**config.mk**
```make
export PLATFORM = sky130hd
export DESIGN_NAME = temporal_neighbor_topk_select_unit
export DESIGN_NICKNAME = d
export VERILOG_FILES = /design/src/hdl/tnts_pkg.sv /design/src/hdl/tnts_cell.sv /design/src/hdl/temporal_neighbor_topk_select_unit.sv
export SDC_FILE = /design/constraint.sdc
export NUM_CORES = 1
export LEC_CHECK = 0
export BUFFER_PORTS_ARGS = -buffer_cell sky130_fd_sc_hd__buf_2
export CORE_ASPECT_RATIO = 2
export CORE_MARGIN = 3
export CORE_UTILIZATION = 39
export DETAILED_ROUTE_END_ITERATION = 8
export MAX_ROUTING_LAYER = met4
export PLACE_DENSITY_LB_ADDON = 0.2
export SYNTH_ARGS = -nofsm -noshare
export SYNTH_HDL_FRONTEND = slang
export SYNTH_SLANG_ARGS = --single-unit
```
**constraint.sdc**
```tcl
create_clock -name clk -period 20.7 [get_ports clk]
set_input_delay 3.105 -clock clk [delete_from_list [all_inputs] [get_ports clk]]
set_output_delay 3.105 -clock clk [all_outputs]
set_load 0.005 [all_outputs]
```
**src/hdl/tnts_pkg.sv**
```systemverilog
// ----------------------------------------------------------------------------
// tnts_pkg: shared types and constants for the temporal neighbor top-k selector
// Command and register codes, score constants and the search token type.
// ----------------------------------------------------------------------------
`timescale 1ns / 1ps

package tnts_pkg;

    // Defaults for the top-level parameters
    localparam int TOPK_SLOTS_DEF = 8;
    localparam int MAX_SCAN_DEF   = 128;
    localparam int MAX_FANOUT_DEF = 64;

    // At most this many entries are ever emitted per target
    localparam int RESULT_LIMIT = 8;
    localparam int SLOT_IDX_W   = 3;

    // Command codes
    localparam logic [1:0] CMD_BEGIN  = 2'd0;
    localparam logic [1:0] CMD_CAND   = 2'd1;
    localparam logic [1:0] CMD_FINISH = 2'd2;

    // Configuration register indexes
    localparam logic [1:0] REG_KEEP_BUDGET = 2'd0;
    localparam logic [1:0] REG_VALID_SCAN  = 2'd1;
    localparam logic [1:0] REG_EVENT_TOTAL = 2'd2;
    localparam logic [1:0] REG_VERTEX_TOTAL = 2'd3;

    // Configuration reset values
    localparam logic [3:0] KEEP_BUDGET_RST = 4'd4;
    localparam logic [6:0] VALID_SCAN_RST  = 7'd16;

    // Recency score: SCORE_BASE - SCORE_STEP * min(delta, DELTA_CLAMP)
    localparam logic [11:0] SCORE_BASE  = 12'd2048;
    localparam logic [10:0] SCORE_STEP  = 11'd12;
    localparam logic [6:0]  DELTA_CLAMP = 7'd127;

    // Minimum-search token handed from cell to cell
    typedef struct packed {
        logic                  act;
        logic [11:0]           min_score;
        logic [SLOT_IDX_W-1:0] idx;
    } tnts_token_t;

endpackage

```
**src/hdl/tnts_cell.sv**
```systemverilog
// ----------------------------------------------------------------------------
// tnts_cell: one kept-neighbor slot
// Holds one entry and updates the passing minimum-search token.
// ----------------------------------------------------------------------------
`timescale 1ns / 1ps

module tnts_cell #(
    parameter int IDX = 0
) (
    input  logic                   clk,
    input  logic                   rst_n,
    input  logic [3:0]             budget,
    input  tnts_pkg::tnts_token_t  tok_in,
    output tnts_pkg::tnts_token_t  tok_out,
    input  logic                   wr_en,
    input  logic [31:0]            wr_event,
    input  logic [31:0]            wr_peer,
    input  logic [11:0]            wr_score,
    output logic [31:0]            rd_event,
    output logic [31:0]            rd_peer,
    output logic [11:0]            rd_score
);
    import tnts_pkg::*;

    logic [31:0] event_reg;
    logic [31:0] peer_reg;
    logic [11:0] score_reg;
    tnts_token_t tok_reg;
    tnts_token_t tok_next;

    // Take over the token when this is cell 0, or when this slot lies below the budget and holds a strictly lower score
    always_comb
    begin
        tok_next = tok_in;
        if (tok_in.act && ((IDX == 0) ||
            ((4'(IDX) < budget) && (score_reg < tok_in.min_score))))
        begin
            tok_next.min_score = score_reg;
            tok_next.idx       = SLOT_IDX_W'(IDX);
        end
    end

    always_ff @(posedge clk or negedge rst_n)
    begin
        if (!rst_n)
        begin
            tok_reg <= '0;
        end
        else
        begin
            tok_reg <= tok_next;
        end
    end

    always_ff @(posedge clk)
    begin
        if (wr_en)
        begin
            event_reg <= wr_event;
            peer_reg  <= wr_peer;
            score_reg <= wr_score;
        end
    end

    assign tok_out  = tok_reg;
    assign rd_event = event_reg;
    assign rd_peer  = peer_reg;
    assign rd_score = score_reg;

endmodule

```
**src/hdl/temporal_neighbor_topk_select_unit.sv**
```systemverilog
// ----------------------------------------------------------------------------
// temporal_neighbor_topk_select_unit: recency top-k neighbor selector
// Throughput: one word at a time; in_stall holds the input while an item is at work.
// Begin, skipped candidate, unused command: idle state only. Valid candidate: offer
// state appends it, or drops it with a zero budget; on a full list the search state
// walks a token over N = min(TOPK_SLOTS, 8) cells. Finish: emit state, stalls with output.
// Reset (rst_n, async) empties the list and counters and loads config defaults.
// ----------------------------------------------------------------------------
`timescale 1ns / 1ps

module temporal_neighbor_topk_select_unit #(
    parameter int TOPK_SLOTS = tnts_pkg::TOPK_SLOTS_DEF,
    parameter int MAX_SCAN   = tnts_pkg::MAX_SCAN_DEF,
    parameter int MAX_FANOUT = tnts_pkg::MAX_FANOUT_DEF
) (
    input  logic        clk,
    input  logic        rst_n,
    // configuration write port
    input  logic        wr_en,
    input  logic [1:0]  wr_index,
    input  logic [31:0] wr_data,
    // input channel
    input  logic        in_valid,
    output logic        in_stall,
    input  logic [1:0]  command,
    input  logic [31:0] cutoff_event,
    input  logic [31:0] anchor_time,
    input  logic [31:0] cand_event,
    input  logic [31:0] cand_peer,
    input  logic [31:0] cand_time,
    // output channel
    output logic        out_valid,
    input  logic        out_stall,
    output logic        entry_valid,
    output logic [31:0] kept_event,
    output logic [31:0] kept_peer,
    output logic [11:0] kept_score,
    output logic [3:0]  kept_total,
    output logic [7:0]  scanned_steps,
    output logic        last_item
);
    import tnts_pkg::*;

    // Only the first RESULT_LIMIT slots can ever be used
    localparam int NUM_CELLS = (TOPK_SLOTS < RESULT_LIMIT) ? TOPK_SLOTS : RESULT_LIMIT;
    localparam int CELL_W    = (NUM_CELLS > 1) ? $clog2(NUM_CELLS) : 1;

    localparam logic [1:0] ST_IDLE   = 2'd0;
    localparam logic [1:0] ST_OFFER  = 2'd1;
    localparam logic [1:0] ST_SEARCH = 2'd2;
    localparam logic [1:0] ST_EMIT   = 2'd3;

    // ------------------------------------------------------------------
    // Configuration registers
    // ------------------------------------------------------------------
    logic [3:0]  keep_budget_reg;
    logic [6:0]  valid_scan_reg;
    logic [31:0] event_total_reg;
    logic [31:0] vertex_total_reg;

    always_ff @(posedge clk or negedge rst_n)
    begin
        if (!rst_n)
        begin
            keep_budget_reg  <= KEEP_BUDGET_RST;
            valid_scan_reg   <= VALID_SCAN_RST;
            event_total_reg  <= '0;
            vertex_total_reg <= '0;
        end
        else if (wr_en)
        begin
            unique case (wr_index)
                REG_KEEP_BUDGET:  keep_budget_reg  <= wr_data[3:0];
                REG_VALID_SCAN:   valid_scan_reg   <= wr_data[6:0];
                REG_EVENT_TOTAL:  event_total_reg  <= wr_data;
                REG_VERTEX_TOTAL: vertex_total_reg <= wr_data;
                default: ;
            endcase
        end
    end

    // ------------------------------------------------------------------
    // Control state
    // ------------------------------------------------------------------
    logic [1:0]  state_reg, state_next;
    logic [3:0]  slot_count_reg, slot_count_next;
    logic [6:0]  valid_count_reg, valid_count_next;
    logic [7:0]  scan_count_reg, scan_count_next;
    logic [31:0] saved_cutoff_reg, saved_cutoff_next;
    logic [31:0] saved_time_reg, saved_time_next;
    logic [3:0]  emit_idx_reg, emit_idx_next;
    logic        out_valid_reg, out_valid_next;

    // Candidate held between acceptance and its offer to the list
    logic [31:0] cand_event_reg, cand_peer_reg;
    logic [6:0]  bucket_reg;
    logic        cand_load;

    // Output word register
    logic        entry_valid_reg;
    logic [31:0] kept_event_reg, kept_peer_reg;
    logic [11:0] kept_score_reg;
    logic [3:0]  kept_total_reg;
    logic [7:0]  scanned_reg;
    logic        last_item_reg;
    logic        out_load;

    // ------------------------------------------------------------------
    // Cell chain
    // ------------------------------------------------------------------
    tnts_token_t tok_chain [NUM_CELLS+1];
    logic [31:0] cell_event [NUM_CELLS];
    logic [31:0] cell_peer  [NUM_CELLS];
    logic [11:0] cell_score [NUM_CELLS];
    logic        cell_wr    [NUM_CELLS];

    logic              tok_launch;
    logic              slot_wr;
    logic [CELL_W-1:0] slot_wr_idx;
    logic [3:0]        eff_keep;
    logic [11:0]       cand_score;
    logic [10:0]       score_drop;
    tnts_token_t       tok_last;

    // Launch token enters the first cell; cell 0 always seeds the minimum
    always_comb
    begin
        tok_chain[0]           = '0;
        tok_chain[0].act       = tok_launch;
    end

    genvar gi;
    generate
        for (gi = 0; gi < NUM_CELLS; gi++)
        begin : g_cell
            assign cell_wr[gi] = slot_wr && (slot_wr_idx == CELL_W'(gi));

            tnts_cell #(
                .IDX (gi)
            ) u_cell (
                .clk      (clk),
                .rst_n    (rst_n),
                .budget   (eff_keep),
                .tok_in   (tok_chain[gi]),
                .tok_out  (tok_chain[gi+1]),
                .wr_en    (cell_wr[gi]),
                .wr_event (cand_event_reg),
                .wr_peer  (cand_peer_reg),
                .wr_score (cand_score),
                .rd_event (cell_event[gi]),
                .rd_peer  (cell_peer[gi]),
                .rd_score (cell_score[gi])
            );
        end
    endgenerate

    assign tok_last = tok_chain[NUM_CELLS];

    // Effective keep budget: saturate to the number of cells
    assign eff_keep = (keep_budget_reg > 4'(NUM_CELLS)) ? 4'(NUM_CELLS) : keep_budget_reg;

    // Recency score of the held candidate
    assign score_drop = 11'(bucket_reg) * SCORE_STEP;
    assign cand_score = SCORE_BASE - 12'(score_drop);

    // ------------------------------------------------------------------
    // Candidate qualification (combinational on the input word)
    // ------------------------------------------------------------------
    logic [6:0]  scan_vbudget;
    logic        scan_stop;
    logic        cand_ok;
    logic [31:0] delta;
    logic [6:0]  bucket_in;

    assign scan_vbudget = (valid_scan_reg < 7'(MAX_FANOUT)) ? valid_scan_reg : 7'(MAX_FANOUT);
    assign scan_stop    = (valid_count_reg >= scan_vbudget) || (scan_count_reg >= 8'(MAX_SCAN));
    assign cand_ok      = (cand_event < saved_cutoff_reg) && (cand_event < event_total_reg) &&
                          (cand_peer < vertex_total_reg);
    assign delta        = saved_time_reg - cand_time;
    assign bucket_in    = (delta < 32'(DELTA_CLAMP) + 32'd1) ? delta[6:0] : DELTA_CLAMP;

    // Hold the input side for the whole time one item is at work
    assign in_stall = (state_reg != ST_IDLE);

    // Load a new output word when the register is empty or being drained
    assign out_load = (state_reg == ST_EMIT) && (!out_valid_reg || !out_stall);

    // ------------------------------------------------------------------
    // Sequencer
    // ------------------------------------------------------------------
    always_comb
    begin
        state_next        = state_reg;
        slot_count_next   = slot_count_reg;
        valid_count_next  = valid_count_reg;
        scan_count_next   = scan_count_reg;
        saved_cutoff_next = saved_cutoff_reg;
        saved_time_next   = saved_time_reg;
        emit_idx_next     = emit_idx_reg;
        cand_load         = 1'b0;
        tok_launch        = 1'b0;
        slot_wr           = 1'b0;
        slot_wr_idx       = slot_count_reg[CELL_W-1:0];

        unique case (state_reg)
            ST_IDLE:
            begin
                if (in_valid)
                begin
                    case (command)
                        CMD_BEGIN:
                        begin
                            saved_cutoff_next = cutoff_event;
                            saved_time_next   = anchor_time;
                            slot_count_next   = '0;
                            valid_count_next  = '0;
                            scan_count_next   = '0;
                        end
                        CMD_CAND:
                        begin
                            // Once the scan budget is spent, drop without counting
                            if (!scan_stop)
                            begin
                                if (scan_count_reg != 8'hFF)
                                begin
                                    scan_count_next = scan_count_reg + 8'd1;
                                end
                                if (cand_ok)
                                begin
                                    valid_count_next = valid_count_reg + 7'd1;
                                    cand_load        = 1'b1;
                                    state_next       = ST_OFFER;
                                end
                            end
                        end
                        CMD_FINISH:
                        begin
                            emit_idx_next = '0;
                            state_next    = ST_EMIT;
                        end
                        default: ;
                    endcase
                end
            end

            ST_OFFER:
            begin
                if (eff_keep == 4'd0)
                begin
                    state_next = ST_IDLE;
                end
                else if (slot_count_reg < eff_keep)
                begin
                    // Append into the next free slot
                    slot_wr         = 1'b1;
                    slot_count_next = slot_count_reg + 4'd1;
                    state_next      = ST_IDLE;
                end
                else
                begin
                    // List full: walk the token to find the first lowest score
                    tok_launch = 1'b1;
                    state_next = ST_SEARCH;
                end
            end

            ST_SEARCH:
            begin
                if (tok_last.act)
                begin
                    slot_wr_idx = tok_last.idx[CELL_W-1:0];
                    slot_wr     = (cand_score > tok_last.min_score);
                    state_next  = ST_IDLE;
                end
            end

            ST_EMIT:
            begin
                if (out_load)
                begin
                    emit_idx_next = emit_idx_reg + 4'd1;
                    if ((slot_count_reg == 4'd0) || (emit_idx_reg + 4'd1 == slot_count_reg))
                    begin
                        state_next = ST_IDLE;
                    end
                end
            end

            default: state_next = ST_IDLE;
        endcase
    end

    always_comb
    begin
        out_valid_next = out_valid_reg;
        if (out_load)
        begin
            out_valid_next = 1'b1;
        end
        else if (!out_stall)
        begin
            out_valid_next = 1'b0;
        end
    end

    always_ff @(posedge clk or negedge rst_n)
    begin
        if (!rst_n)
        begin
            state_reg        <= ST_IDLE;
            slot_count_reg   <= '0;
            valid_count_reg  <= '0;
            scan_count_reg   <= '0;
            saved_cutoff_reg <= '0;
            saved_time_reg   <= '0;
            emit_idx_reg     <= '0;
            out_valid_reg    <= 1'b0;
        end
        else
        begin
            state_reg        <= state_next;
            slot_count_reg   <= slot_count_next;
            valid_count_reg  <= valid_count_next;
            scan_count_reg   <= scan_count_next;
            saved_cutoff_reg <= saved_cutoff_next;
            saved_time_reg   <= saved_time_next;
            emit_idx_reg     <= emit_idx_next;
            out_valid_reg    <= out_valid_next;
        end
    end

    // Candidate holding register
    always_ff @(posedge clk)
    begin
        if (cand_load)
        begin
            cand_event_reg <= cand_event;
            cand_peer_reg  <= cand_peer;
            bucket_reg     <= bucket_in;
        end
    end

    // Output word: an empty list gives one marker word
    always_ff @(posedge clk)
    begin
        if (out_load)
        begin
            scanned_reg <= scan_count_reg;
            if (slot_count_reg == 4'd0)
            begin
                entry_valid_reg <= 1'b0;
                kept_event_reg  <= '0;
                kept_peer_reg   <= '0;
                kept_score_reg  <= '0;
                kept_total_reg  <= '0;
                last_item_reg   <= 1'b1;
            end
            else
            begin
                entry_valid_reg <= 1'b1;
                kept_event_reg  <= cell_event[emit_idx_reg[CELL_W-1:0]];
                kept_peer_reg   <= cell_peer[emit_idx_reg[CELL_W-1:0]];
                kept_score_reg  <= cell_score[emit_idx_reg[CELL_W-1:0]];
                kept_total_reg  <= slot_count_reg;
                last_item_reg   <= (emit_idx_reg + 4'd1 == slot_count_reg);
            end
        end
    end

    assign out_valid     = out_valid_reg;
    assign entry_valid   = entry_valid_reg;
    assign kept_event    = kept_event_reg;
    assign kept_peer     = kept_peer_reg;
    assign kept_score    = kept_score_reg;
    assign kept_total    = kept_total_reg;
    assign scanned_steps = scanned_reg;
    assign last_item     = last_item_reg;

    // ------------------------------------------------------------------
    // Assertions
    // ------------------------------------------------------------------
    a_token_only_in_search: assert property (@(posedge clk) disable iff (!rst_n)
        tok_last.act |-> (state_reg == ST_SEARCH))
        else $error("search token left the chain outside a search");

    a_slot_count_bound: assert property (@(posedge clk) disable iff (!rst_n)
        slot_count_reg <= 4'(NUM_CELLS))
        else $error("slot count exceeds the number of cells");

    a_list_stable_in_search: assert property (@(posedge clk) disable iff (!rst_n)
        (state_reg == ST_SEARCH) |=> (slot_count_reg == $past(slot_count_reg)))
        else $error("slot count changed during a minimum search");

    a_valid_below_scanned: assert property (@(posedge clk) disable iff (!rst_n)
        {1'b0, valid_count_reg} <= scan_count_reg)
        else $error("valid count exceeds scanned count");

    a_emit_stalls_input: assert property (@(posedge clk) disable iff (!rst_n)
        out_load |-> in_stall)
        else $error("output word loaded while input side is open");

endmodule

```
==> results.py, run 1 <==
metrics = {
    "run_status": {
        "status": "completed",
    },
    "timing": {
        "worstMarginPinSlew_ns": 1.17,
        "slew_viol_final": 0,
        "whs_ns": 0.376,
        "rsz0062_at_grt": "false",
        "setup_ws_ns": 13.50,
        "finalCritPeriodShare": 0.348,
        "setup_viol_count_final": 0,
        "max_slew_margin": 0.198,
        "hold_viol": 0,
        "period_minus_slack_ns": 7.20,
        "fmax_mhz": 139,
        "fin_skew_ns": 0.0253,
        "finalSetupTns_ns": 0,
    },
    "hold_path": {
        "hold_class": "reg -> reg",
        "hp-start": "g_cell[4].u_cell.tok_out[15]",
    },
    "drt": {
        "wl_per_cell_um": 25.7,
        "wl_met2_um": 67200,
        "via_per_inst": 5.34,
        "drc": 0,
        "wl_met3_um": 5090,
        "via_count": 25422,
        "drtAntennaViolNets": 0,
        "dr.pass1.iters": 5,
        "finalWirelength_um": 123000,
        "drt-met1-wl_um": 46000,
        "drtIter0Drc": 1460,
        "top_layer": "met4",
    },
    "worst_setup_path": {
        "regToRegSetupSlack_ns": 13.50,
        "crit_type": "reg -> reg",
        "worst_ep_required_time_ns": 21.02,
        "critPathLaunchType": "register",
        "worst-path-max-fanout": 43,
        "reg2reg_from": "bucket_reg[0]",
        "setup.worst_path.start": "bucket_reg[0]",
        "arrival_ns": 7.53,
        "crit_path_end_kind": "register",
    },
    "die": {
        "die_area_sq_um": 119000,
        "pin_count": 293,
        "die_w_um": 246,
        "num_rows": 175,
        "coreArea_sq_um": 114000,
        "die_h_um": 486,
        "start_util": 0.394,
    },
    "grt": {
        "gr-total-overflow": 0,
        "antenna_found_initial": 12,
        "grt_pass1_wl_um": 179000,
        "grt_start_max_net_pins": 86,
        "grt_use_total": 0.213,
        "first_global_vias": 27248,
    },
    "placed_design": {
        "place_area_sq_um": 48200,
        "numPortBuffers": 290,
        "hpwl_um": 85400,
        "dpl.cell_count": 4579,
        "gp_congestion": 0.912,
        "place_ws_ns": 13.49,
    },
    "clocking": {
        "cts-root-buf": "clkbuf_16",
        "clkTransAtPathRegs_ns": 0.06,
        "cts_hold_buf": 0,
        "cts_max_level": 3,
        "insertion_delay_ns": 0.70,
        "clockBufferDepth": 3,
        "cts_tree": "yes",
        "cts.repair.resized": 0,
        "clock-sinks": 1021,
        "postCtsSetupBuffers": 0,
        "cts_made_buffers": 93,
    },
    "synth": {
        "ys_async_sr_fraction": 0.264,
        "synth.area.top_cells": "edfxtp_1 50%, dfrtp_1 15%, mux4_2 7.4%, ha_1 6.4%, mux2_2 5.1%",
        "ys_types": 96,
        "synth_edf_count": 751,
        "syn_avg_cell_area_sq_um": 15.8,
        "ys_seq_area_frac": 0.654,
        "ys.flop_type": "edfxtp_1",
        "netlist.area_leader.share": 0.503,
        "synth_seq_cells": 1021,
        "yosysWarnings": 0,
        "syn_inst": 2845,
        "synth_top_cell_by_area": "edfxtp_1",
        "synth_area_sq_um": 44800,
    },
    "cells_and_area": {
        "multi_input_area_sq_um": 14400,
        "nets": 3602,
        "drive_above_1_share": 0.267,
        "stdcell_count": 4761,
        "regArea_sq_um": 29300,
        "postLayoutCoreUtil": 0.451,
        "nFillCells": 10093,
        "final_common_cell": "edfxtp_1",
        "final_area_sq_um": 51300,
        "syn_to_final_growth_pct": 14.4,
        "final_cell_mix": "751 x edfxtp_1, 289 x buf_2, 265 x dfrtp_1",
    },
    "power": {
        "p_total_mw": 5.87,
        "power_density_nw_per_um2": 114,
        "leakage_nw": 19.3,
        "vdd_drop_max_v": 0.0000698,
    },
    "run": {
        "cap_violations": 0,
    },
}
worst max-delay path: stages (launching register included):
cell and delay, ns:
edfxtp_1 0.60, ha_1 0.23, inv_1 0.05, fa_1 0.40, nor2b_1 0.13, o21a_1 0.14
nor2_1 0.05, xnor2_1 0.15, or4_1 0.60, a21oi_1 0.24, o21ai_0 0.15, a211oi_2 0.88
ha_1 0.40, nand3_1 0.09, nor3_1 0.06, o31ai_1 0.32, nand4_1 0.44, nor2_4 0.64
buf_4 0.48, buf_4 0.66
cell usage after synthesis (all sizes together) (10+ instances only):
cell and number:
a211oi 13, a21o 38, a21oi 88, a31oi 13
and2 22, buf 45, clkbuf 53, dfrtp 268
edfxtp 751, ha 229, inv 239, mux2 210
mux2i 83, mux4 148, nand2 88, nand2b 39
nand3 36, nand4 24, nor2 135, nor2b 17
nor3 18, nor4 10, o211ai 12, o21ai 67
or3 16, xnor2 24, xor2 11
per-layer routing:
layer	global-route usage	vias to the layer above
met4	0.0771	0
met2	0.391	679
met1	0.235	13137
li1	-	11419
met3	0.0264	187
met5	-	-
final cells by class:
type	count	share of cell area
clock buffers	121	0.0492
repair buffers	327	0.0339
inverters	239	0.0175
multi-input cells	1488	0.281
flip-flops and latches	1021	0.571
clock inverters	52	0.0104
diodes	9	0.000439
well taps	1504	0.0367
power breakdown:
group | switching [mW] | internal (mW) | total (mW)
registers | 0.134 | 2.46 | 2.59
clock network | 0.781 | 0.965 | 1.75
logic | 0.879 | 0.655 | 1.53
kinds of logic (layout without fill, tap and decap cells):
group | after synthesis | after routing | share of synthesized area
flops | 1021 | 1021 | 0.654
mux | 441 | 441 | 0.146
other cells | 1 | 11 | 0.0000836
fa+ha+maj | 231 | 231 | 0.0648
compound gates | 325 | 325 | 0.0482
xor+xnor | 35 | 35 | 0.00683
simple gates | 454 | 454 | 0.0517
buf+inv | 337 | 739 | 0.0292
final timing paths:
path	to	depth (start not counted)
max	g_cell[0].u_cell.rd_event[13]	19
min	g_cell[5].u_cell.tok_out[15]	0
max reg2reg	g_cell[0].u_cell.rd_event[13]	19
min reg2reg	g_cell[5].u_cell.tok_out[15]	0
max in group asynchronous	saved_time_reg[18]	2
min in group asynchronous	slot_count_reg[2]	1
Power figures use the tool's default switching activity.
==> run 2: changes to the inputs <==
--- a/config.mk
+++ b/config.mk
@@ -5,6 +5,7 @@
 export SDC_FILE = /design/constraint.sdc
 export NUM_CORES = 1
 export LEC_CHECK = 0
+export ABC_AREA = 1
 export BUFFER_PORTS_ARGS = -buffer_cell sky130_fd_sc_hd__buf_2
 export CORE_ASPECT_RATIO = 2
 export CORE_MARGIN = 3
==> constraint.sdc (replaced) <==
create_clock -name clk -period 7.04 [get_ports clk]
set_input_delay 1.056 -clock clk [delete_from_list [all_inputs] [get_ports clk]]
set_output_delay 1.056 -clock clk [all_outputs]
set_load 0.005 [all_outputs]
==> run 2 against run 1 <==
  * Hold slack got worse by 0.0081 ns
  * Worst setup slack got worse by 12 ns
  * Sequential power increased to 3.0 times the previous value
  * Clock power increased to 3.0 times the previous value
  * Non-clock buffer count unchanged
  * First-iteration DRC count increased by 51%
  * Clock skew increased by 0.0061 ns
  * Largest cell class unchanged
  * Via count increased by 22%
  * Wire length increased by 8.2%
  * Core utilization decreased by 0.13 points
  * Combinational power increased to 3.3 times the previous value
  * Synthesized area increased by 1.2%
==> results.py, run 2 <==
metrics = {
    "run_status": {
        "status": "completed",
    },
    "synth": {
        "synth.area.top_cells": "edfxtp_1 50%, dfrtp_1 15%, ha_1 6.3%, o21ai_0 6.2%, nor2_1 4.7%",
        "synthMostInstantiatedCell": "edfxtp_1",
        "yosysWarnings": 0,
        "synth_area_sq_um": 45400,
        "synth_top_cell_by_area": "edfxtp_1",
        "ys.flop_type": "edfxtp_1",
        "ys_async_sr_fraction": 0.264,
        "ys_seq_area_frac": 0.646,
        "netlist.area_leader.share": 0.497,
        "synth_seq_cells": 1021,
        "synth_edf_count": 751,
        "syn_inst": 4142,
        "ys_types": 48,
        "syn_avg_cell_area_sq_um": 11.0,
        "ys_top_cells_by_count": "751 x edfxtp_1, 572 x nor2_1, 558 x o21ai_0",
    },
    "cells_and_area": {
        "final_area_sq_um": 51800,
        "final_common_cell": "edfxtp_1",
        "syn_to_final_growth_pct": 14.0,
        "final_cell_mix": "751 x edfxtp_1, 563 x nor2_1, 558 x o21ai_0",
        "nets": 4831,
        "postLayoutCoreUtil": 0.449,
        "stdcell_count": 6002,
        "drive_above_1_share": 0.128,
    },
    "timing": {
        "finalCritPeriodShare": 0.800,
        "whs_ns": 0.368,
        "setup_ws_ns": 1.41,
        "fmax_mhz": 178,
        "worstMarginPinSlew_ns": 1.24,
        "fin_skew_ns": 0.0314,
        "period_minus_slack_ns": 5.63,
        "hold_viol": 0,
        "max_slew_margin": 0.164,
        "finalSetupTns_ns": 0,
        "rsz0062_at_grt": "false",
        "setup_viol_count_final": 0,
        "slew_viol_final": 0,
    },
    "clocking": {
        "cts.repair.resized": 0,
        "cts_tree": "yes",
        "clkTransAtPathRegs_ns": 0.07,
        "clock-sinks": 1021,
        "insertion_delay_ns": 0.70,
        "clockBufferDepth": 3,
        "postCtsSetupBuffers": 0,
        "cts_max_level": 3,
        "cts-root-buf": "clkbuf_16",
        "cts_hold_buf": 0,
        "cts_made_buffers": 94,
    },
    "grt": {
        "grt_use_total": 0.226,
        "grt_pass1_wl_um": 195000,
        "first_global_vias": 31222,
        "grt_start_max_net_pins": 197,
        "antenna_found_initial": 13,
        "gr-total-overflow": 0,
    },
    "drt": {
        "drc": 0,
        "drtIter0Drc": 2208,
        "drtAntennaViolNets": 0,
        "via_per_inst": 5.18,
        "wl_per_cell_um": 22.1,
        "finalWirelength_um": 133000,
        "dr.pass1.iters": 7,
        "via_count": 31066,
    },
    "worst_setup_path": {
        "worst-path-max-fanout": 33,
        "crit_type": "reg -> reg",
        "worst_ep_required_time_ns": 7.42,
        "crit_path_end_kind": "register",
        "arrival_ns": 6.02,
        "critPathLaunchType": "register",
    },
    "placed_design": {
        "dpl.cell_count": 5816,
        "place_area_sq_um": 48600,
        "place_ws_ns": 1.50,
        "hpwl_um": 90400,
        "gp_congestion": 0.916,
        "numPortBuffers": 290,
    },
    "die": {
        "die_w_um": 247,
        "start_util": 0.394,
        "num_rows": 176,
        "die_h_um": 488,
        "pin_count": 293,
        "coreArea_sq_um": 115000,
        "die_area_sq_um": 121000,
    },
    "power": {
        "vdd_drop_max_v": 0.000310,
        "p_total_mw": 17.9,
        "leakage_nw": 21.0,
        "power_density_nw_per_um2": 347,
    },
    "hold_path": {
        "hold_class": "in -> async",
    },
    "run": {
        "cap_violations": 0,
    },
}
run 2: layout make-up:
cell class	instances	area, sq um
inverters	471	1780
clock buffers	118	2530
well taps	1513	1890
clock inverters	56	564
multi-input cells	2484	13800
fillers	10786	63400
diodes	12	30.0
repair buffers	327	1880
flip-flops and latches	1021	29300
run 2: power by group:
group          leakage (nW)  switching [mW]  internal, mW
logic                  9.27            3.50          1.59
registers              10.2           0.387          7.27
clock network          1.48            2.36          2.84
total                  21.0            6.25          11.7
run 2: worst paths after layout:
| path | slack [ns] | depth (start not counted) | endpoint | start |
|---|---|---|---|---|
| setup / recovery | 1.41 | 20 | g_cell[1].u_cell.rd_event[30] | bucket_reg[0] |
| hold / removal | 0.37 | 1 | g_cell[4].u_cell.tok_out[12] | rst_n |
| setup reg to reg | 1.41 | 20 | g_cell[1].u_cell.rd_event[30] | bucket_reg[0] |
| hold reg to reg | 0.38 | 0 | g_cell[7].u_cell.tok_out[15] | g_cell[6].u_cell.tok_out[15] |
| max in group asynchronous | 5.14 | 2 | emit_idx_reg[1] | rst_n |
| min in group clk | 0.38 | 0 | g_cell[7].u_cell.tok_out[15] | g_cell[6].u_cell.tok_out[15] |
run 2: kinds of logic after synthesis:
family                     Yosys count  share of synthesized area
and+or+nand+nor                   1252                      0.112
DFF                               1021                      0.646
AOI/OAI and AO/OA                  939                      0.111
buffers and inverters              638                     0.0537
adders and majority gates          231                     0.0640
xor gates and xnor gates            30                    0.00579
muxes                               30                    0.00744
other                                1                  0.0000826
run 2: worst max-delay path, cell delays in order (launching register included):
cell and delay (ns):
edfxtp_1 0.63, ha_1 0.25, inv_1 0.06, fa_1 0.39, o31ai_1 0.40, a21oi_1 0.12, nor2_1 0.10, nor2_1 0.05
xor2_1 0.26, xor2_1 0.17, inv_1 0.20, ha_1 0.37, nand2_1 0.05, inv_1 0.06, a21boi_0 0.08, o21ai_0 0.18
nand4_1 0.19, a21boi_0 0.29, nand2_1 0.29, nor2_4 0.78, buf_12 0.32
run 2: routing by layer:
| layer | track usage | routed length [um] | up-vias |
|---|---|---|---|
| li1 | - | - | 14769 |
| met1 | 0.252 | 50700 | 15182 |
| met2 | 0.398 | 68500 | 869 |
| met3 | 0.0338 | 6500 | 246 |
| met4 | 0.106 | 6850 | 0 |
| met5 | - | 0 | - |
